===== config.mk =====
export PLATFORM = sky130hd
export DESIGN_NAME = rcjc_fifo
export DESIGN_NICKNAME = d
export VERILOG_FILES = /design/src/design/rcjc_pkg.sv /design/src/design/rcjc_fifo.sv
export SDC_FILE = /design/constraint.sdc
export NUM_CORES = 1
export LEC_CHECK = 0
export BUFFER_PORTS_ARGS = -buffer_cell sky130_fd_sc_hd__buf_2
export CAP_MARGIN = 10
export CORE_ASPECT_RATIO = 1.75
export CORE_UTILIZATION = 31
export DETAILED_ROUTE_END_ITERATION = 8
export SLEW_MARGIN = 10
export SYNTH_ARGS = -nofsm -noshare
export SYNTH_HDL_FRONTEND = slang
export SYNTH_SLANG_ARGS = --single-unit

===== constraint.sdc =====
create_clock -name i_clk -period 9.3 [get_ports i_clk]
set_input_delay 1.395 -clock i_clk [delete_from_list [all_inputs] [get_ports i_clk]]
set_output_delay 1.395 -clock i_clk [all_outputs]
set_load 0.01 [all_outputs]

===== src/design/rcjc_pkg.sv =====
// ----------------------------------------------------------------------------
// rcjc_pkg
// shared types, sizes and codes of the coverage and junction counter
// ----------------------------------------------------------------------------
package rcjc_pkg;

    // storage sizes
    localparam int REGION_DEPTH  = 32768;
    localparam int MAX_EXONS     = 64;
    localparam int PAIR_ENTRIES  = 256;
    localparam int EXTRA_ENTRIES = 256;

    localparam int CAW = $clog2(REGION_DEPTH);
    localparam int EXW = $clog2(MAX_EXONS);
    localparam int PTW = $clog2(PAIR_ENTRIES);
    localparam int XTW = $clog2(EXTRA_ENTRIES);
    localparam int TIW = ((PTW > XTW) ? PTW : XTW) + 1;

    // command queue between front and back
    localparam int QDEPTH = 2;
    localparam int QAW    = $clog2(QDEPTH);

    // field widths
    localparam int OP_W    = 3;
    localparam int POS_W   = 32;
    localparam int CODE_W  = 4;
    localparam int LEN_W   = 28;
    localparam int SLOT_W  = 15;
    localparam int TLY_W   = 16;
    localparam int KIND_W  = 2;
    localparam int ENTRY_W = 8;
    localparam int EXC_W   = 7;
    localparam int CIDX_W  = 2;

    // junction match window
    localparam logic [POS_W-1:0] JWINDOW = 32'd10;

    typedef enum logic [OP_W-1:0] {
        OP_LOAD   = 3'd0,
        OP_CIGAR  = 3'd1,
        OP_RCOV   = 3'd2,
        OP_RPAIR  = 3'd3,
        OP_REXTRA = 3'd4
    } t_op;

    // cigar codes
    localparam logic [CODE_W-1:0] CIG_M    = 4'd0;
    localparam logic [CODE_W-1:0] CIG_I    = 4'd1;
    localparam logic [CODE_W-1:0] CIG_N    = 4'd3;
    localparam logic [CODE_W-1:0] CIG_S    = 4'd4;
    localparam logic [CODE_W-1:0] CIG_X    = 4'd8;
    localparam logic [CODE_W-1:0] CIG_LAST = 4'd8;

    // junction kinds
    localparam logic [KIND_W-1:0] KIND_NONE  = 2'd0;
    localparam logic [KIND_W-1:0] KIND_PAIR  = 2'd1;
    localparam logic [KIND_W-1:0] KIND_EXTRA = 2'd2;
    localparam logic [KIND_W-1:0] KIND_DROP  = 2'd3;

    // configuration register indexes
    localparam logic [CIDX_W-1:0] CFG_REGION_START = 2'd0;
    localparam logic [CIDX_W-1:0] CFG_REGION_END   = 2'd1;
    localparam logic [CIDX_W-1:0] CFG_EXON_COUNT   = 2'd2;

    typedef enum logic [2:0] {
        CK_NONE,
        CK_LOAD,
        CK_COVER,
        CK_JUNC,
        CK_RCOV,
        CK_RPAIR,
        CK_REXTRA
    } t_ckind;

    typedef struct packed {
        t_ckind              kind;
        logic [POS_W-1:0]    pos;
        logic [LEN_W-1:0]    len;
        logic [SLOT_W-1:0]   slot;
        logic [POS_W-1:0]    blo;
        logic [POS_W-1:0]    bhi;
    } t_cmd;

    typedef struct packed {
        logic [TLY_W-1:0]    tally;
        logic [POS_W-1:0]    end_one;
        logic [POS_W-1:0]    end_two;
        logic [KIND_W-1:0]   kind;
        logic [ENTRY_W-1:0]  entry;
        logic                valid;
    } t_res;

    typedef struct packed {
        logic [POS_W-1:0]    region_start;
        logic [POS_W-1:0]    region_end;
        logic [EXC_W-1:0]    exon_count;
    } t_cfg;

    typedef enum logic [3:0] {
        B_CLEAR,
        B_IDLE,
        B_LOAD,
        B_CSET,
        B_CSET2,
        B_CRUN,
        B_JSET,
        B_EXRD,
        B_EXCMP,
        B_TBRD,
        B_TBCMP,
        B_TNEW,
        B_RDRD,
        B_RDOUT,
        B_OUT
    } t_bstate;

endpackage


===== src/design/rcjc_fifo.sv =====
// ----------------------------------------------------------------------------
// rcjc_fifo
// short command queue between the front and the back
// ----------------------------------------------------------------------------
module rcjc_fifo (
    input  logic            i_clk,
    input  logic            i_rst_n,
    input  logic            i_push,
    input  rcjc_pkg::t_cmd  i_data,
    output logic            o_full,
    input  logic            i_pop,
    output rcjc_pkg::t_cmd  o_data,
    output logic            o_empty
);
    import rcjc_pkg::*;

    t_cmd           r_mem [QDEPTH];
    logic [QAW-1:0] r_wp, r_rp;
    logic [QAW:0]   r_cnt;
    logic           do_push, do_pop;

    always_comb begin
        o_full  = (r_cnt == (QAW+1)'(QDEPTH));
        o_empty = (r_cnt == '0);
        do_push = i_push && !o_full;
        do_pop  = i_pop && !o_empty;
        o_data  = r_mem[r_rp];
    end

    always_ff @(posedge i_clk) begin
        if (!i_rst_n) begin
            r_wp  <= '0;
            r_rp  <= '0;
            r_cnt <= '0;
        end else begin
            if (do_push) r_wp <= (r_wp == QAW'(QDEPTH-1)) ? '0 : r_wp + 1'b1;
            if (do_pop)  r_rp <= (r_rp == QAW'(QDEPTH-1)) ? '0 : r_rp + 1'b1;
            r_cnt <= r_cnt + (QAW+1)'(do_push) - (QAW+1)'(do_pop);
        end
    end

    always_ff @(posedge i_clk) begin
        if (do_push) r_mem[r_wp] <= i_data;
    end

endmodule


# Word level (Yosys, flattened, before mapping)

Memory sizes are Yosys's and may differ from the RTL's. A register that Yosys moved wholly into a read port is not among the register bits.
Index checks and enable logic that the tools add are counted.
Widths: inputs -> output; s select.

Bits in registers: 4
Memories kept: 1
Bits in writable memories: 284
Input bits: 146

Mux-type cells: 6
Eq/ne operators: 1
Add/subtract/negate cells: 4
Reduce and logical (&&, ||, !) cells: 5

Memories:

| memory | depth | bits a word | read ports | clocked after Yosys merged registers in | wr ports | RTL line        | text |
|---|---|---|---|---|---|---|---|
| r_mem  | 2     | 142         | 1          | 1                                       | 1        | rcjc_fifo.sv:17 | `t_cmd r_mem [QDEPTH];` |

Operators with widths:

| cell                | count |
|---|---|
| $mux 1              | 6 |
| $add 1x1->1 const B | 2 |
| $add 2x1->2         | 1 |
| $eq 2x2->1 const B  | 1 |
| $logic_and 1x1->1   | 2 |
| $logic_not 1->1     | 2 |
| $logic_not 2->1     | 1 |
| $sub 2x1->2         | 1 |

# Depth between registers and ports, before layout

Word-level depth: 5
Depth in mapped cells: 8

# Worst setup path after synthesis

OpenSTA, ideal clock, no wires.

Path kind: in2reg
Start point: input port i_push
End point: memory r_mem[0][0] (netlist name) (enable)
Path slack: 1269 ps
Data required time: 8655 ps
Stages: 2
Data arrival time: 7386 ps
Cell sequence: nand2_1 > nor2_1

Word-level cells in the longest chain between the ends: 3

Ends and longest elaborated chain:

| what                         | RTL line        | text |
|---|---|---|
| from (decl)                  | rcjc_fifo.sv:8  | `input logic i_push,` |
| $logic_and 1x1->1            | rcjc_fifo.sv:25 | `do_push = i_push && !o_full;` |
| $mux 1                       | rcjc_fifo.sv:43 | `if (do_push) r_mem[r_wp] <= i_data;` |
| $mux 1 (implied by the code) | rcjc_fifo.sv:43 |  |
| to (decl)                    | rcjc_fifo.sv:17 |  |

No other way between the ends.

==> impl_metrics.csv <==
group,metric,value,unit
outcome,status,"complete, no violations",
sta,skew,6.649,ps
critical_path,critPathKind,"reg -> out",
logic_synthesis,ys_ff_latch,289,
place,dp_hpwl,14570,um
die,die_w,143.1,um
sta,finalSetupTns,0,ps
pwr,ir_drop,0.0002178,V
sta,slew-limit-headroom,32.60,%
critical_path,worstSetupEndpointType,"primary output",
detailed_routing,viasPerCell,4.237,
clock_network,cts_tree,"yes",
die,dieArea,35630,um2
place,io_buffers,289,
clock_network,cts-resized-gates,0,
global_route,antenna_found_initial,4,
global_route,grt_pass1_wl,31710,um
sta,worst_slew_pin_slew,1011,ps
logic_synthesis,synthesis.nets,617,
logic_synthesis,ys_warn_count,0,
finish,utilization,39.85,%
global_route,grt_max_degree,72,
die,die_y,249.0,um
hold_path,min_path_type,"reg -> reg",
sta,post-route-period-util,44.33,%
clock_network,clk_pin_slew_worst_paths,60,ps
clock_network,h-tree-depth,1,
pwr,p_leak,5.197,nW
finish,nFillCells,3179,
die,start_util,31.46,%
pwr,power.density,286.6,nW/um2
critical_path,reg2reg_slack,7150,ps
logic_synthesis,yosysSeqAreaShare,79.86,%
detailed_routing,antenna_left,0,
finish,final_nets,925,
die,coreArea,34350,um2
critical_path,critPathLaunchType,"flop",
logic_synthesis,synthDistinctLibCells,18,
detailed_routing,routed_wl,21430,um
sta,slew_violations,0,
clock_network,post_cts_buffers,0,
logic_synthesis,syn_inst,469,
detailed_routing,wl_met3,1550,um
critical_path,cp.required,7910,ps
clock_network,cts.sinks,289,
flow_run,maxCapViolCount,0,
global_route,overflow,0,
clock_network,cts_hold_buf,0,
global_route,grt.total_usage,11.91,%
detailed_routing,wl_met1,7174,um
detailed_routing,drtIter0Drc,163,
logic_synthesis,synth_area,10800,um2
clock_network,cts_buffers,27,
clock_network,clockBufferDepth,3,
critical_path,crit_fanout,53,
critical_path,crit_arrival,2730,ps
detailed_routing,firstDrtPassIters,4,
finish,area_growth,26.68,%
sta,period_minus_slack,4123,ps
finish,drive_above_1_share,60.23,%
die,rows,90,
clock_network,clkLatencyLatePin,540,ps
sta,final-hold-violation-count,0,
detailed_routing,wl_per_cell,17.02,um
detailed_routing,drc,0,
hold_path,min_from,"r_rp",
critical_path,reg2reg_from,"r_cnt[0]",
place,gp_congestion,0.7237,
clock_network,cts_root_buffer,"clkbuf_16",
global_route,grt_pass1_vias,5787,
logic_synthesis,synth_area_per_cell,23.04,um2
sta,setup_violations,0,
detailed_routing,num_vias,5335,
detailed_routing,top_layer_used,"met5",
detailed_routing,route.met2.wl,12000,um
sta,rsz0062_at_grt,"false",
die,ios,290,
sta,fmax,242.6,MHz
==> worst max-delay path, stage by stage, from the launching register on <==
cell,delay (ps)
dfxtp_4,780
buf_4,760
mux2_2,420
buf_2,140
==> through the flow <==
stage | hold slack, ps | instance area (um2) | std cells | power (W) | setup WS, ps
final | 516.2 | 13690 | 1259 | 0.003922 | 5177
after global placement | 497.7 | 12740 | 1208 | 0.002808 | 5682
after global routing | 542.1 | 13690 | 1259 | 0.004112 | 4972
after floorplan | 454.9 | 10800 | 469 | 0.002492 | 1269
after detailed placement | 497.7 | 12740 | 1208 | 0.002825 | 5664
after CTS | 521.7 | 13680 | 1257 | 0.004001 | 5067
==> registers in the layout, indices dropped and copies added (netlist names), named ones only <==
name	cells
r_rp	1
r_mem	284
r_cnt	2
r_wp	1
==> cells in the mapped netlist, drive strengths merged <==
master | count | share of area, %
and2 | 2 | 0.12
and3 | 1 | 0.058
buf | 16 | 1.3
dfxtp | 5 | 0.93
edfxtp | 284 | 79
ha | 2 | 0.23
inv | 3 | 0.10
mux2 | 142 | 18
mux2i | 1 | 0.093
nand2 | 2 | 0.070
nand2b | 2 | 0.12
nor2 | 5 | 0.17
nor3 | 1 | 0.046
o21a | 1 | 0.070
xnor2 | 1 | 0.081
xor2 | 1 | 0.081
==> cells in the final DEF (no fill, tap or decap), types with 4 or more instances in the layout <==
cell / count
buf_2: 289
edfxtp_1: 284
mux2_4: 80
mux2_2: 62
clkbuf_16: 27
clkinv_1: 7
bufinv_16: 6
buf_4: 6
nor2_1: 4
dfxtp_1: 4
==> final timing paths <==
kind | to | cells after the start
setup / recovery | o_data[5] | 3
hold / removal | flop | 2
setup reg to reg | r_mem[0][115] | 4
hold reg to reg | flop | 2
==> logic make-up (layout without fill, tap and decap cells) <==
group	Yosys count	after routing	share of synthesized area [%]
compound gates	1	1	0.06951
xor+xnor	2	2	0.1622
fa+ha+maj	2	2	0.2316
buf+inv	19	347	1.424
flops	289	289	79.86
mux	143	143	17.67
other cells	0	2	0
simple gates	13	13	0.5790
==> layer usage <==
layer / up-vias / GRT usage, %
li1: 2478 / -
met1: 2623 / 11.43
met2: 186 / 22.93
met3: 44 / 3.364
met4: 4 / 5.038
met5: - / 0
==> where the power goes <==
group	internal, W	leakage [nW]	switching (W)
Sequential	0.00168	2.69	0.0000802
Combinational	0.000498	2.05	0.000504
Clock	0.000696	0.451	0.000461
Total	0.00288	5.20	0.00105
==> area by class of cell <==
cell class,instances,area [um2],share of cell area (%)
tap,460,575.6,4.205
sequential,289,8632,63.07
timing repair buffer,295,1491,10.90
inverter,3,11.26,0.08227
multi-input combinational,161,2034,14.86
clock inverter,20,254.0,1.856
antenna,2,5.005,0.03657
clock buffer,29,683.2,4.991
Note: power is estimated with default switching activity, not from simulation.
