$ cat config.mk
export PLATFORM = sky130hd
export DESIGN_NAME = rcjc_front
export DESIGN_NICKNAME = d
export VERILOG_FILES = /design/src/design/rcjc_pkg.sv /design/src/design/rcjc_front.sv
export SDC_FILE = /design/constraint.sdc
export NUM_CORES = 1
export LEC_CHECK = 0
export ABC_AREA = 1
export BUFFER_PORTS_ARGS = -buffer_cell sky130_fd_sc_hd__buf_2
export CORE_ASPECT_RATIO = 0.5
export CORE_MARGIN = 8
export CORE_UTILIZATION = 45
export DETAILED_ROUTE_END_ITERATION = 16
export HOLD_SLACK_MARGIN = 0.06
export PLACE_DENSITY = 0.81
export SLEW_MARGIN = 5
export SYNTH_ARGS = -nofsm -noshare
export SYNTH_HDL_FRONTEND = slang
export SYNTH_SLANG_ARGS = --single-unit
$ cat constraint.sdc
create_clock -name i_clk -period 2.3 [get_ports i_clk]
set_input_delay 0 -clock i_clk [delete_from_list [all_inputs] [get_ports i_clk]]
set_output_delay 0 -clock i_clk [all_outputs]
set_load 0.01 [all_outputs]
$ cat src/design/rcjc_pkg.sv
// ----------------------------------------------------------------------------
// rcjc_pkg
// shared types, sizes and codes of the coverage and junction counter
// ----------------------------------------------------------------------------
package rcjc_pkg;

    // storage sizes
    localparam int REGION_DEPTH  = 32768;
    localparam int MAX_EXONS     = 64;
    localparam int PAIR_ENTRIES  = 256;
    localparam int EXTRA_ENTRIES = 256;

    localparam int CAW = $clog2(REGION_DEPTH);
    localparam int EXW = $clog2(MAX_EXONS);
    localparam int PTW = $clog2(PAIR_ENTRIES);
    localparam int XTW = $clog2(EXTRA_ENTRIES);
    localparam int TIW = ((PTW > XTW) ? PTW : XTW) + 1;

    // command queue between front and back
    localparam int QDEPTH = 2;
    localparam int QAW    = $clog2(QDEPTH);

    // field widths
    localparam int OP_W    = 3;
    localparam int POS_W   = 32;
    localparam int CODE_W  = 4;
    localparam int LEN_W   = 28;
    localparam int SLOT_W  = 15;
    localparam int TLY_W   = 16;
    localparam int KIND_W  = 2;
    localparam int ENTRY_W = 8;
    localparam int EXC_W   = 7;
    localparam int CIDX_W  = 2;

    // junction match window
    localparam logic [POS_W-1:0] JWINDOW = 32'd10;

    typedef enum logic [OP_W-1:0] {
        OP_LOAD   = 3'd0,
        OP_CIGAR  = 3'd1,
        OP_RCOV   = 3'd2,
        OP_RPAIR  = 3'd3,
        OP_REXTRA = 3'd4
    } t_op;

    // cigar codes
    localparam logic [CODE_W-1:0] CIG_M    = 4'd0;
    localparam logic [CODE_W-1:0] CIG_I    = 4'd1;
    localparam logic [CODE_W-1:0] CIG_N    = 4'd3;
    localparam logic [CODE_W-1:0] CIG_S    = 4'd4;
    localparam logic [CODE_W-1:0] CIG_X    = 4'd8;
    localparam logic [CODE_W-1:0] CIG_LAST = 4'd8;

    // junction kinds
    localparam logic [KIND_W-1:0] KIND_NONE  = 2'd0;
    localparam logic [KIND_W-1:0] KIND_PAIR  = 2'd1;
    localparam logic [KIND_W-1:0] KIND_EXTRA = 2'd2;
    localparam logic [KIND_W-1:0] KIND_DROP  = 2'd3;

    // configuration register indexes
    localparam logic [CIDX_W-1:0] CFG_REGION_START = 2'd0;
    localparam logic [CIDX_W-1:0] CFG_REGION_END   = 2'd1;
    localparam logic [CIDX_W-1:0] CFG_EXON_COUNT   = 2'd2;

    typedef enum logic [2:0] {
        CK_NONE,
        CK_LOAD,
        CK_COVER,
        CK_JUNC,
        CK_RCOV,
        CK_RPAIR,
        CK_REXTRA
    } t_ckind;

    typedef struct packed {
        t_ckind              kind;
        logic [POS_W-1:0]    pos;
        logic [LEN_W-1:0]    len;
        logic [SLOT_W-1:0]   slot;
        logic [POS_W-1:0]    blo;
        logic [POS_W-1:0]    bhi;
    } t_cmd;

    typedef struct packed {
        logic [TLY_W-1:0]    tally;
        logic [POS_W-1:0]    end_one;
        logic [POS_W-1:0]    end_two;
        logic [KIND_W-1:0]   kind;
        logic [ENTRY_W-1:0]  entry;
        logic                valid;
    } t_res;

    typedef struct packed {
        logic [POS_W-1:0]    region_start;
        logic [POS_W-1:0]    region_end;
        logic [EXC_W-1:0]    exon_count;
    } t_cfg;

    typedef enum logic [3:0] {
        B_CLEAR,
        B_IDLE,
        B_LOAD,
        B_CSET,
        B_CSET2,
        B_CRUN,
        B_JSET,
        B_EXRD,
        B_EXCMP,
        B_TBRD,
        B_TBCMP,
        B_TNEW,
        B_RDRD,
        B_RDOUT,
        B_OUT
    } t_bstate;

endpackage

$ cat src/design/rcjc_front.sv
// ----------------------------------------------------------------------------
// rcjc_front
// accepts items, keeps the read offset and classifies items into commands
// ----------------------------------------------------------------------------
module rcjc_front (
    input  logic                          i_clk,
    input  logic                          i_rst_n,
    input  logic                          i_push,
    input  logic [rcjc_pkg::OP_W-1:0]     i_op,
    input  logic [rcjc_pkg::POS_W-1:0]    i_read_start,
    input  logic [rcjc_pkg::CODE_W-1:0]   i_cigar_code,
    input  logic [rcjc_pkg::LEN_W-1:0]    i_run_length,
    input  logic                          i_first_of_read,
    input  logic [rcjc_pkg::SLOT_W-1:0]   i_slot,
    input  logic [rcjc_pkg::POS_W-1:0]    i_bound_low,
    input  logic [rcjc_pkg::POS_W-1:0]    i_bound_high,
    input  logic                          i_q_full,
    input  logic                          i_clearing,
    output logic                          o_full,
    output logic                          o_q_push,
    output rcjc_pkg::t_cmd                o_cmd
);
    import rcjc_pkg::*;

    logic [POS_W-1:0] r_offset, n_offset;
    logic [POS_W-1:0] base_off;
    logic             accept;
    logic             known;
    logic             advance;

    always_comb begin
        o_full   = i_q_full || i_clearing;
        accept   = i_push && !o_full;
        o_q_push = accept;
        base_off = i_first_of_read ? '0 : r_offset;
        known    = (i_cigar_code <= CIG_LAST);
        advance  = known && (i_cigar_code != CIG_I) && (i_cigar_code != CIG_S);

        n_offset = r_offset;
        if (accept && (i_op == OP_CIGAR)) begin
            n_offset = base_off + (advance ? POS_W'(i_run_length) : '0);
        end

        o_cmd.pos  = i_read_start + base_off;
        o_cmd.len  = i_run_length;
        o_cmd.slot = i_slot;
        o_cmd.blo  = i_bound_low;
        o_cmd.bhi  = i_bound_high;
        o_cmd.kind = CK_NONE;
        unique case (i_op)
            OP_LOAD: begin
                if (32'(i_slot) < 32'(MAX_EXONS)) o_cmd.kind = CK_LOAD;
            end
            OP_CIGAR: begin
                if (i_cigar_code == CIG_M || i_cigar_code == CIG_X) begin
                    o_cmd.kind = CK_COVER;
                end else if (i_cigar_code == CIG_N) begin
                    o_cmd.kind = CK_JUNC;
                end
            end
            OP_RCOV:   o_cmd.kind = CK_RCOV;
            OP_RPAIR:  o_cmd.kind = CK_RPAIR;
            OP_REXTRA: o_cmd.kind = CK_REXTRA;
            default:   o_cmd.kind = CK_NONE;
        endcase
    end

    always_ff @(posedge i_clk) begin
        if (!i_rst_n) begin
            r_offset <= '0;
        end else begin
            r_offset <= n_offset;
        end
    end

endmodule

* Word level (Yosys, flattened, before mapping)
Cells that the tools add are included.
** Word-level totals
- Register bits after elaboration :: 32
- Latch bits :: 0
- Memory bits (writable) :: 0
- ROM bits :: 0
- Input bits :: 152
- Memories :: 0
** Operators by class
- Add/sub/neg operators :: 2
- Multipliers :: 0
- Divide/modulo/power cells :: 0
- Magnitude comparators :: 2
- Eq/ne operators :: 8
- Shift operators :: 0
- Mux-type cells :: 6
- Bitwise operators :: 0
- Reduce and logical (&&, ||, !) cells :: 9
** Operator list (count)
- $add A32 B28 Y32 :: 1
- $add A32 B32 Y32 :: 1
- $mux W32 :: 1
- $mux W28 :: 1
- $lt A15 B7 Y1 const B :: 1
- $pmux W3 S5 :: 1
- $eq A3 B2 Y1 const B :: 2
- $eq A4 B2 Y1 const B :: 1
- $eq A4 B4 Y1 const B :: 1
- $le A4 B4 Y1 const B :: 1
- $logic_and A1 B1 Y1 :: 4
- $logic_not A4 Y1 :: 1
- $mux W2 :: 2
- $ne A4 B1 Y1 const B :: 1
- $ne A4 B3 Y1 const B :: 1
- $eq A3 B1 Y1 const B :: 1
- $eq A3 B3 Y1 const B :: 1
- $logic_not A3 Y1 :: 1
- $logic_or A1 B1 Y1 :: 2
- $logic_not A1 Y1 :: 1
- $mux W1 :: 1

* Longest topological paths before layout
Gate-level depths: netlist of run 1.
- Word-level depth :: 5
- Gate-level depth with buffers :: 18

* Least setup slack after synthesis of run 1
No wires, ideal clock.
- Kind :: input to register
- Start :: input port i_cigar_code[0] (netlist name)
- End :: register r_offset[14]
- Library setup time :: 0.115 ns
- Data arrival time :: 2.204 ns
- Path slack :: -0.019 ns
- Stages :: 16
- Path buffers :: 1
- Cell sequence :: nor2_1 > nor3_1 > a21oi_2 > buf_2 > nor2_1 > ha_1 > fa_1 > nand3_1 > nand3_2 > nand2_1 > nand2_1 > nand2_1 > nand2_1 > xor2_1 > o21ai_0 > inv_1
** Between the ends
- Word-level cells in the longest chain between the ends :: 5
** Ends and longest elaborated chain
- start, declared :: line rcjc_front.sv:11 : input logic [rcjc_pkg::CODE_W-1:0] i_cigar_code,
- $le A4 B4 Y1 or $ne A4 B1 Y1 (tied branches) :: line rcjc_front.sv:36, rcjc_front.sv:37
- $logic_and A1 B1 Y1 :: line rcjc_front.sv:37 : advance = known && (i_cigar_code != CIG_I) && (i_cigar_code != CIG_S);
- $logic_and A1 B1 Y1 * :: line rcjc_front.sv:37
- $mux W28 * :: line rcjc_front.sv:41 : n_offset = base_off + (advance ? POS_W'(i_run_length) : '0);
- $add A32 B28 Y32 * :: line rcjc_front.sv:41
- end signal, assigned :: line rcjc_front.sv:72 : r_offset <= n_offset;
- end, declared :: line rcjc_front.sv:25 : logic [POS_W-1:0] r_offset, n_offset;
Every way passes the cells marked *; elsewhere a longest branch is shown, timed or not.
A chain may end at the register's enable or synchronous reset.

==> results of run 1 <==
## cell type report
| class | instances | area [µm²] | share of cell area, % |
|---|---|---|---|
| sequential | 32 | 642 | 7.24 |
| inverter | 242 | 911 | 10.3 |
| timing repair buffer | 273 | 1890 | 21.3 |
| multi-input combinational | 858 | 4990 | 56.2 |
| tap | 204 | 255 | 2.88 |
| clock inverter | 1 | 30.0 | 0.339 |
| clock buffer | 7 | 153 | 1.72 |
| antenna | 1 | 2.50 | 0.0282 |
## power breakdown
group	internal [mW]	leakage [nW]	switching, mW	total (mW)
clock	0.571	0.0901	0.280	0.851
sequential	0.561	0.259	0.00177	0.562
combinational	0.368	4.68	0.495	0.863
## stage by stage
step | hold WS, ns | instance area [µm²]
detailed placement | 0.000115 | 7370
floorplan | 0.0918 | 6930
finish | 0.199 | 8870
global route | 0.210 | 8870
CTS | 0.203 | 8420
global placement | 0.000115 | 7370
## worst max-delay path by stage
stage | startpoint | end | slack, ns | depth (start not counted)
2_1_floorplan | i_cigar_code[0] | r_offset[14]$_SDFFE_PN0P_ | 0.02 | 16
3_3_place_gp | i_cigar_code[0] | r_offset[31]$_SDFFE_PN0P_ | 0.06 | 18
3_5_place_dp | i_cigar_code[0] | r_offset[31]$_SDFFE_PN0P_ | -0.02 | 18
4_1_cts | r_offset[0]$_SDFFE_PN0P_ | o_cmd[137] | -0.01 | 15
5_1_grt | r_offset[15]$_SDFFE_PN0P_ | o_cmd[137] | -0.20 | 12
6_report | r_offset[0]$_SDFFE_PN0P_ | o_cmd[129] | -0.10 | 15
## layout by cell type, fill, tap and decap left out, types with 7 or more instances in the layout
cell type	n
dlygate4sd3_1	71
a21oi_1	77
nand2_1	329
ha_4	11
inv_1	235
nand2_2	29
nand4_1	7
a21oi_2	10
buf_4	43
buf_2	155
nor2_1	112
nor2_4	23
o21ai_0	34
dfxtp_1	31
nor3_1	7
xor2_1	27
nor2_2	28
nand3_1	55
o21ai_1	9
ha_2	9
nand3_2	8
ha_1	39
## cells by family after synthesis
logic type | count (synthesis) | share of synthesized area (%)
adders and majority gates | 61 | 11.2
buffers and inverters | 363 | 25.7
AOI/OAI and AO/OA | 150 | 11.8
and+or+nand+nor | 615 | 38.0
xor gates and xnor gates | 32 | 4.05
DFF | 32 | 9.25
## cell usage after synthesis (2+ instances only)
| cell | n |
|---|---|
| o21ai_2 | 2 |
| buf_2 | 5 |
| nand3b_1 | 3 |
| a21o_1 | 4 |
| nor2_2 | 11 |
| nand2_2 | 19 |
| nor2_1 | 146 |
| a21oi_1 | 86 |
| buf_1 | 3 |
| xor2_1 | 27 |
| fa_1 | 2 |
| nand2_1 | 342 |
| nand4_1 | 7 |
| nor4_1 | 4 |
| clkbuf_1 | 3 |
| inv_2 | 3 |
| nand3_2 | 6 |
| o21ai_1 | 6 |
| inv_1 | 238 |
| xnor2_1 | 5 |
| o21ai_0 | 38 |
| nor2_4 | 6 |
| a21oi_2 | 4 |
| dfxtp_1 | 32 |
| nor3_1 | 8 |
| nor3_2 | 2 |
| nand3_1 | 57 |
| buf_4 | 110 |
| ha_1 | 59 |
| o21a_1 | 5 |
## routing by layer
metal	GRT usage, %	vias up	routed length, µm
met3	5.15	40	2410
met5	0	-	18
met1	30.8	3699	11300
met4	5.52	4	461
met2	40.2	384	11900
li1	-	4081	-
## timing repair
| action | in CTS | in global routing |
|---|---|---|
| gates cloned | 0 | 0 |
| buffers inserted | 6 | 9 |
| endpoints found under the hold margin | 71 | 0 |
| gates resized for setup | 33 | 90 |
| hold buffers | 71 | 0 |
| pin swaps | 6 | 22 |
| endpoints found under the setup margin | 21 | 28 |
## worst reg2reg max path, cell delays in order, from the launching register on
cell and delay [ns]:
dfxtp_1 0.33, inv_1 0.08, nor2_4 0.22, buf_4 0.16, ha_2 0.30, nand2_2 0.15
inv_1 0.05, nand2_1 0.07, nand2_1 0.08, nand2_1 0.07, nand2_1 0.07, a21oi_1 0.19
nand2_1 0.08, nand2_1 0.06, nand3_1 0.06, nand2_1 0.07, inv_1 0.04
==> flow_metrics.env, run 1 <==
export IMPL_die_h_um=104
export IMPL_final_util_pct=58.3
export IMPL_skew_ns=0.0130
export IMPL_hold_end="o_cmd[83]"
export IMPL_core_area_um2=15200
export IMPL_final_setup_viol_count=7
export IMPL_drv_slew=0
export IMPL_period_needed_ns=2.40
export IMPL_ir_drop_mv=0.265
export IMPL_htreeDepth=2
export IMPL_remaining_drc_errors=0
export IMPL_rsz0062_at_grt="true"
export IMPL_arrival_ns=2.40
export IMPL_syn_avg_cell_area_um2=5.53
export IMPL_ios=296
export IMPL_netlist_instances=1253
export IMPL_instances_no_fill=1618
export IMPL_worst_path_largest_cell_delay_ns=0.41
export IMPL_rows=32
export IMPL_pre_cts_slack_ns=-0.0229
export IMPL_top_register="r_offset"
export IMPL_setup_ws_ns=-0.100
export IMPL_die_area_um2=19900
export IMPL_max_slew_margin_pct=35.1
export IMPL_end_kind="output pin"
export IMPL_portBuffers=155
export IMPL_maxCapViolations=0
export IMPL_hold_path_class="primary input to output pin"
export IMPL_worstHoldPathCells=2
export IMPL_grt_overflow=0
export IMPL_synth_seq_area_share_pct=9.25
export IMPL_final_layout_size_suffix_gt1_share_pct=25.1
export IMPL_fin_nets=1625
export IMPL_post_drt_via_cell_ratio=5.07
export IMPL_totalPowerFinal_mw=2.28
export IMPL_timing_fmax_ghz=0.417
export IMPL_yosysTopAreaCell="nand2_1"
export IMPL_first_pass_iters=6
export IMPL_crit_chain="inv_2 > nor2_4 > ha_4 > inv_4 > fa_2 > o21ai_4 > nand2_2 > nand2_2 > nand3_2 > nand2_4 > nand3_2 > nand2_1 > nand2_1 > nand2_1 > buf_2"
export IMPL_power_density_nw_per_um2=257
export IMPL_p_leak_nw=5.03
export IMPL_drt_initial_drc_count=609
export IMPL_startpoint_type="register"
export IMPL_syn_num_nets=1466
export IMPL_routed_wl_um=26100
export IMPL_worstMarginPinSlew_ns=0.973
export IMPL_wire_per_inst_um=16.1
export IMPL_crit_top_cell="nand2_1"
export IMPL_violations="setup timing"
export IMPL_synth_cell_types=40
export IMPL_die_w_um=191
export IMPL_cts_path_max_buffers=2
export IMPL_yosys_register_bits=32
export IMPL_fillers=1479
export IMPL_tns_ns=-0.383
export IMPL_run_status="finished with violations"
export IMPL_dp_cells=1523
export IMPL_synthFlopType="dfxtp_1"
export IMPL_worstSetupPathType="register to output pin"
export IMPL_antenna_left=0
export IMPL_cts_buffers_inserted=5
export IMPL_cp_data_required_time_ns=2.30
export IMPL_grt_pass1_vias=8065
export IMPL_vias=8208
export IMPL_antenna_found_initial=2
export IMPL_start_util_pct=45.5
export IMPL_gr_usage_all_layers_pct=24.0
export IMPL_hold_viol=0
export IMPL_regToRegSetupSlack_ns=0.12
export IMPL_synth_area_top_cells="nand2_1 19%, inv_1 13%, buf_4 12%"
export IMPL_clock_root_buffer="clkbuf_16"
export IMPL_critPathTopFamily="simple AND/OR/NAND/NOR gates"
export IMPL_place_congestion=0.972
export IMPL_grt_pass1_wl_um=39600
export IMPL_crit_slowest_cell="fa_2"
export IMPL_critPathBufInv=3
export IMPL_insertion_delay_ns=0.29
export IMPL_top_regs="r_offset (32)"
export IMPL_grt_max_degree=42
export IMPL_cts_tree="yes"
export IMPL_crit_fanout=3
export IMPL_period_share_pct=104
export IMPL_min_from="i_run_length[4]"
export IMPL_largest_reg_flops=32
export IMPL_synth_edf_count=0
export IMPL_regToRegEndpoint="r_offset[25]$_SDFFE_PN0P_"
export IMPL_synthArstFlopShare_pct=0
export IMPL_cts_sinks=32
export IMPL_syn_area_um2=6930
export IMPL_r2r_start="r_offset[11]$_SDFFE_PN0P_"
export IMPL_area_growth_pct=28.1
export IMPL_dpl_hpwl_um=20200
export IMPL_path_clk_slew_ns=0.06
export IMPL_r2r_cells=16
export IMPL_yosysWarnings=0
export IMPL_netlist_area_leader_share_pct=18.5
(Power assumes the default switching activity.)
==> run 2: changes to the inputs <==
Settings changed: BUFFER_PORTS_ARGS -buffer_cell sky130_fd_sc_hd__buf_2 to -buffer_cell sky130_fd_sc_hd__buf_4.
==> run 2 against run 1 <==
Against the previous run: utilization grew 3.8 points; fmax grew 3.1%; combinational power grew 11%; final cell count grew 0.93%; clock skew shrank 0.0039 ns; the run still ends with setup timing left; sequential share of layout area shrank 0.44 points; cell area grew 6.5%.
==> flow_metrics.env, run 2 (synthesized netlist as in run 1, its figures left out) <==
export IMPL_largest_reg_flops=32
export IMPL_cts_buffers_inserted=5
export IMPL_die_h_um=104
export IMPL_violations="setup timing"
export IMPL_rows=32
export IMPL_end_kind="output pin"
export IMPL_hold_viol=0
export IMPL_r2r_start="r_offset[0]$_SDFFE_PN0P_"
export IMPL_wire_per_inst_um=16.1
export IMPL_drt_initial_drc_count=603
export IMPL_crit_end="o_cmd[137]"
export IMPL_drv_slew=0
export IMPL_finalInstanceArea_um2=9440
export IMPL_cts_sinks=32
export IMPL_regToRegSetupSlack_ns=0.14
export IMPL_hold_path_class="primary input to output pin"
export IMPL_routed_wl_um=26200
export IMPL_setup_ws_ns=-0.0281
export IMPL_maxCapViolations=0
export IMPL_ios=296
export IMPL_start_util_pct=45.5
export IMPL_dpl_hpwl_um=20600
export IMPL_place_congestion=1.01
export IMPL_tns_ns=-0.0485
export IMPL_antenna_left=0
export IMPL_die_area_um2=19900
export IMPL_portBuffers=155
export IMPL_htreeDepth=2
export IMPL_fin_nets=1641
export IMPL_place_area_um2=7850
export IMPL_startpoint_type="register"
export IMPL_post_drt_via_cell_ratio=4.98
export IMPL_final_layout_size_suffix_gt1_share_pct=27.7
export IMPL_crit_fanout=3
export IMPL_first_pass_iters=5
export IMPL_grt_pass1_wl_um=39600
export IMPL_pre_cts_slack_ns=-0.0220
export IMPL_ir_drop_mv=0.224
export IMPL_clock_root_buffer="clkbuf_16"
export IMPL_core_area_um2=15200
export IMPL_arrival_ns=2.33
export IMPL_holdWs_ns=0.187
export IMPL_r2r_cells=13
export IMPL_area_growth_pct=36.3
export IMPL_period_needed_ns=2.33
export IMPL_worstSetupPathType="register to output pin"
export IMPL_worstMarginPinSlew_ns=0.867
export IMPL_die_w_um=191
export IMPL_final_setup_viol_count=2
export IMPL_totalPowerFinal_mw=2.22
export IMPL_path_clk_slew_ns=0.05
export IMPL_grt_pass1_vias=7822
export IMPL_final_common_cell="nand2_1"
export IMPL_min_from="i_run_length[4]"
export IMPL_critPathLaunch="r_offset[0]$_SDFFE_PN0P_"
export IMPL_top_regs="r_offset (32)"
export IMPL_power_density_nw_per_um2=236
export IMPL_grt_overflow=0
export IMPL_cts_path_max_buffers=2
export IMPL_gr_usage_all_layers_pct=24.2
export IMPL_rsz0062_at_grt="true"
export IMPL_timing_fmax_ghz=0.430
export IMPL_most_common_layout_cells="321 x nand2_1, 232 x inv_1, 214 x buf_4"
export IMPL_skew_ns=0.00908
export IMPL_cp_data_required_time_ns=2.30
export IMPL_p_leak_nw=5.25
export IMPL_top_register="r_offset"
export IMPL_period_share_pct=101
export IMPL_remaining_drc_errors=0
export IMPL_regToRegEndpoint="r_offset[16]$_SDFFE_PN0P_"
export IMPL_vias=8134
export IMPL_grt_max_degree=42
export IMPL_cts_tree="yes"
export IMPL_run_status="finished with violations"
export IMPL_max_slew_margin_pct=42.2
export IMPL_insertion_delay_ns=0.28
export IMPL_antenna_found_initial=0
export IMPL_n_antenna_cell=0
[run 2: changes by cell type in the layout (fill, tap and decap cells not counted), sizes merged]
cell,before,now
diode,1,0
bufinv,1,0
clkbuf,7,5
clkinvlp,0,2
buf,202,218
clkinv,1,2
[run 2: final cells by class]
type                    instances  area, µm²
clock buffers                   5        125
clock inverters                 3       23.8
fillers                      1400       5770
inverters                     242        908
multi-input cells             858       5130
flip-flops and latches         32        642
well taps                     204        255
repair buffers                289       2360
[run 2: where the power goes]
| group | total [mW] | leakage [nW] | switching [mW] | internal, mW |
|---|---|---|---|---|
| registers | 0.562 | 0.259 | 0.00177 | 0.561 |
| logic | 0.962 | 4.92 | 0.508 | 0.454 |
| clock network | 0.699 | 0.0660 | 0.296 | 0.403 |
[run 2: worst min path at each step]
| stage | slack (ns) | endpoint | depth (start not counted) |
|---|---|---|---|
| 5_1_grt | 0.19 | o_cmd[83] | 2 |
| 2_1_floorplan | 0.09 | o_cmd[0] | 1 |
| 3_3_place_gp | 0.0001 | o_cmd[27] | 0 |
| 6_report | 0.19 | o_cmd[83] | 2 |
| 4_1_cts | 0.19 | o_cmd[83] | 2 |
| 3_5_place_dp | 0.0001 | o_cmd[27] | 0 |
[run 2: timing repair]
action / in CTS / in global routing
setup buffers: 4 / 9
pin swaps: 5 / 22
hold buffers: 71 / 0
endpoints found under the hold margin: 77 / 0
setup endpoints to repair: 22 / 29
resized for setup: 33 / 125
[run 2: per-stage QoR]
stage	std cells	util, %
2_1_floorplan	1253	-
3_3_place_gp	1541	51.6
3_5_place_dp	1541	51.6
4_1_cts	1624	58.4
5_1_grt	1633	62.1
6_report	1633	62.1
[run 2: worst max-delay path: stages (launching register included)]
cell and delay [ns]:
dfxtp_2 0.32, inv_2 0.04, nor2_4 0.10, ha_4 0.15, inv_2 0.04, fa_2 0.41
o21ai_4 0.23, nand2_2 0.08, nand2_2 0.09, nand3_2 0.09, nand2_4 0.11, nand2_2 0.06
nand2_1 0.07, nand2_1 0.05, nand2_1 0.07, buf_4 0.12
[run 2: per-layer routing]
layer | track usage [%] | share of wire, %
met1 | 31.6 | 43
met2 | 40.0 | 45
met3 | 4.79 | 11
met4 | 6.17 | 1.8
met5 | 0 | 0
==> run 3: changes to the inputs <==
Settings changed: CTS_CLUSTER_DIAMETER set to 100, REMOVE_ABC_BUFFERS set to 1, SLEW_MARGIN 5 to unset.
==> run 3 against run 2 <==
Against the previous run: the run still ends with setup timing left; wire length grew 30%; sequential share of layout area grew 0.15 points; register-to-register slack lost 0.10 ns; first-iteration DRC count grew 77%; setup slack lost 0.070 ns; flip-flop and latch count is the same; via count grew 7.0%; critical path type unchanged; highest routed layer is now met5.
==> flow_metrics.env, run 3 (synthesized netlist as in run 1, its figures left out) <==
export IMPL_grt_overflow=0
export IMPL_vias=8703
export IMPL_grt_pass1_wl_um=49000
export IMPL_cts_sinks=32
export IMPL_cts_tree="yes"
export IMPL_crit_top_cell="nand2_1"
export IMPL_end_kind="output pin"
export IMPL_period_share_pct=104
export IMPL_final_setup_viol_count=10
export IMPL_critPathBufInv=2
export IMPL_path_clk_slew_ns=0.06
export IMPL_insertion_delay_ns=0.29
export IMPL_htreeDepth=2
export IMPL_routed_wl_um=34000
export IMPL_max_slew_margin_pct=34.8
export IMPL_period_needed_ns=2.40
export IMPL_clock_root_buffer="clkbuf_16"
export IMPL_rsz0062_at_grt="true"
export IMPL_die_h_um=104
export IMPL_top_register="r_offset"
export IMPL_r2r_start="r_offset[2]$_SDFFE_PN0P_"
export IMPL_arrival_ns=2.40
export IMPL_dpl_hpwl_um=26500
export IMPL_instances_no_fill=1620
export IMPL_grt_pass1_vias=8108
export IMPL_final_common_cell="nand2_1"
export IMPL_largest_reg_flops=32
export IMPL_ir_drop_mv=0.249
export IMPL_drt_initial_drc_count=1065
export IMPL_antenna_left=0
export IMPL_p_leak_nw=5.18
export IMPL_r2r_cells=12
export IMPL_area_growth_pct=33.5
export IMPL_fillers=1407
export IMPL_grt_max_degree=42
export IMPL_core_area_um2=15200
export IMPL_power_density_nw_per_um2=257
export IMPL_setup_ws_ns=-0.0980
export IMPL_final_layout_size_suffix_gt1_share_pct=25.3
export IMPL_maxCapViolations=0
export IMPL_antenna_found_initial=7
export IMPL_place_congestion=0.998
export IMPL_fin_nets=1625
export IMPL_skew_ns=0.00557
export IMPL_wire_per_inst_um=21.0
export IMPL_worstHoldPathCells=2
export IMPL_worstSetupPathType="register to output pin"
export IMPL_hold_path_class="primary input to output pin"
export IMPL_top_regs="r_offset (32)"
export IMPL_crit_chain="inv_1 > nor2_2 > ha_1 > nand2_1 > o21ai_1 > a21o_1 > nand2_1 > nand2_1 > nand2_1 > nand2_1 > nand2_1 > nand2_1 > buf_4"
export IMPL_cp_data_required_time_ns=2.30
export IMPL_dp_cells=1526
export IMPL_first_pass_iters=5
export IMPL_drv_slew=0
export IMPL_worst_path_largest_cell_delay_ns=0.37
export IMPL_min_from="i_run_length[24]"
export IMPL_ios=296
export IMPL_regToRegEndpoint="r_offset[13]$_SDFFE_PN0P_"
export IMPL_crit_fanout=4
export IMPL_hold_viol=0
export IMPL_hold_end="o_cmd[103]"
export IMPL_critPathTopFamily="simple AND/OR/NAND/NOR gates"
export IMPL_most_common_layout_cells="329 x nand2_1, 234 x inv_1, 194 x buf_4"
export IMPL_worstMarginPinSlew_ns=0.977
export IMPL_run_status="finished with violations"
export IMPL_start_util_pct=45.5
export IMPL_regToRegSetupSlack_ns=0.04
export IMPL_cts_path_max_buffers=2
export IMPL_startpoint_type="register"
export IMPL_die_area_um2=19900
export IMPL_rows=32
export IMPL_remaining_drc_errors=0
export IMPL_tns_ns=-0.421
export IMPL_gr_usage_all_layers_pct=32.1
export IMPL_portBuffers=155
export IMPL_die_w_um=191
export IMPL_cts_buffers_inserted=5
export IMPL_violations="setup timing"
export IMPL_crit_slowest_cell="ha_1"
export IMPL_post_drt_via_cell_ratio=5.37
export IMPL_timing_fmax_ghz=0.417
[run 3: changes by cell type in the layout (fill, tap and decap cells not counted), moves of 4 or more]
cell / previous run / this run
nor2_4: 14 / 19
nand2_1: 321 / 329
a21oi_2: 20 / 14
nor2_1: 116 / 112
o21ai_0: 25 / 32
ha_1: 37 / 42
a21oi_1: 67 / 73
ha_4: 19 / 10
ha_2: 3 / 7
o21ai_1: 17 / 11
nand2_2: 37 / 29
buf_4: 214 / 194
[run 3: power by group]
part           internal [mW]  switching [mW]
Sequential             0.561         0.00205
Clock                  0.509           0.281
Combinational          0.449           0.572
[run 3: timing repair]
| action | in CTS | in global routing |
|---|---|---|
| endpoints found under the hold margin | 77 | 0 |
| hold buffers | 71 | 0 |
| pin swaps | 16 | 16 |
| resized for setup | 33 | 98 |
| cloned | 0 | 0 |
| setup endpoints to repair | 23 | 33 |
| buffers inserted | 6 | 6 |
[run 3: worst max-delay path by stage]
stage | from | to | slack [ns] | depth (start not counted)
CTS | r_offset[0]$_SDFFE_PN0P_ | o_cmd[119] | -0.05 | 11
global placement | r_offset[0]$_SDFFE_PN0P_ | o_cmd[135] | 0.02 | 13
detailed placement | r_offset[0]$_SDFFE_PN0P_ | o_cmd[135] | -0.02 | 13
global route | r_offset[5]$_SDFFE_PN0P_ | o_cmd[134] | -0.17 | 13
finish | r_offset[5]$_SDFFE_PN0P_ | o_cmd[134] | -0.1 | 13
floorplan | i_cigar_code[0] | r_offset[14]$_SDFFE_PN0P_ | -0.20 | 15
[run 3: layout make-up]
class	count	area (µm²)	share of cell area, %
clock buffer	5	125	1.35
multi-input combinational	858	4980	53.9
sequential	32	642	6.94
timing repair buffer	273	2280	24.7
tap	204	255	2.76
clock inverter	3	42.5	0.460
antenna	3	7.51	0.0812
inverter	242	908	9.83
[run 3: through the flow]
stage | power, mW | hold slack [ns] | util, % | setup WS [ns] | cell area, µm²
finish | 2.37 | 0.190 | 60.8 | -0.0980 | 9240
global route | 2.45 | 0.194 | 60.7 | -0.170 | 9240
CTS | 2.30 | 0.191 | 58.0 | -0.0548 | 8820
detailed placement | 1.32 | 0.0000686 | 51.1 | -0.0177 | 7770
global placement | 1.32 | 0.0000686 | 51.1 | 0.0200 | 7770
floorplan | 0.895 | 0 | - | -0.201 | 6050
[run 3: worst reg2reg max path, cell delays in order (launching register included)]
cell	delay (ns)
dfxtp_1	0.32
inv_1	0.08
nor2_2	0.23
ha_1	0.36
nand2_1	0.14
nand3_2	0.16
nand2_1	0.09
nand2_1	0.14
nand2_1	0.11
nand2_1	0.11
xor2_1	0.30
o21ai_1	0.10
inv_1	0.06
[run 3: routing by layer]
metal / track usage, % / up-vias / wire, µm
li1: - / 4069 / -
met2: 47.4 / 517 / 13900
met1: 45.9 / 4013 / 15200
met5: 0 / - / 75
met4: 6.12 / 12 / 906
met3: 8.80 / 92 / 3900
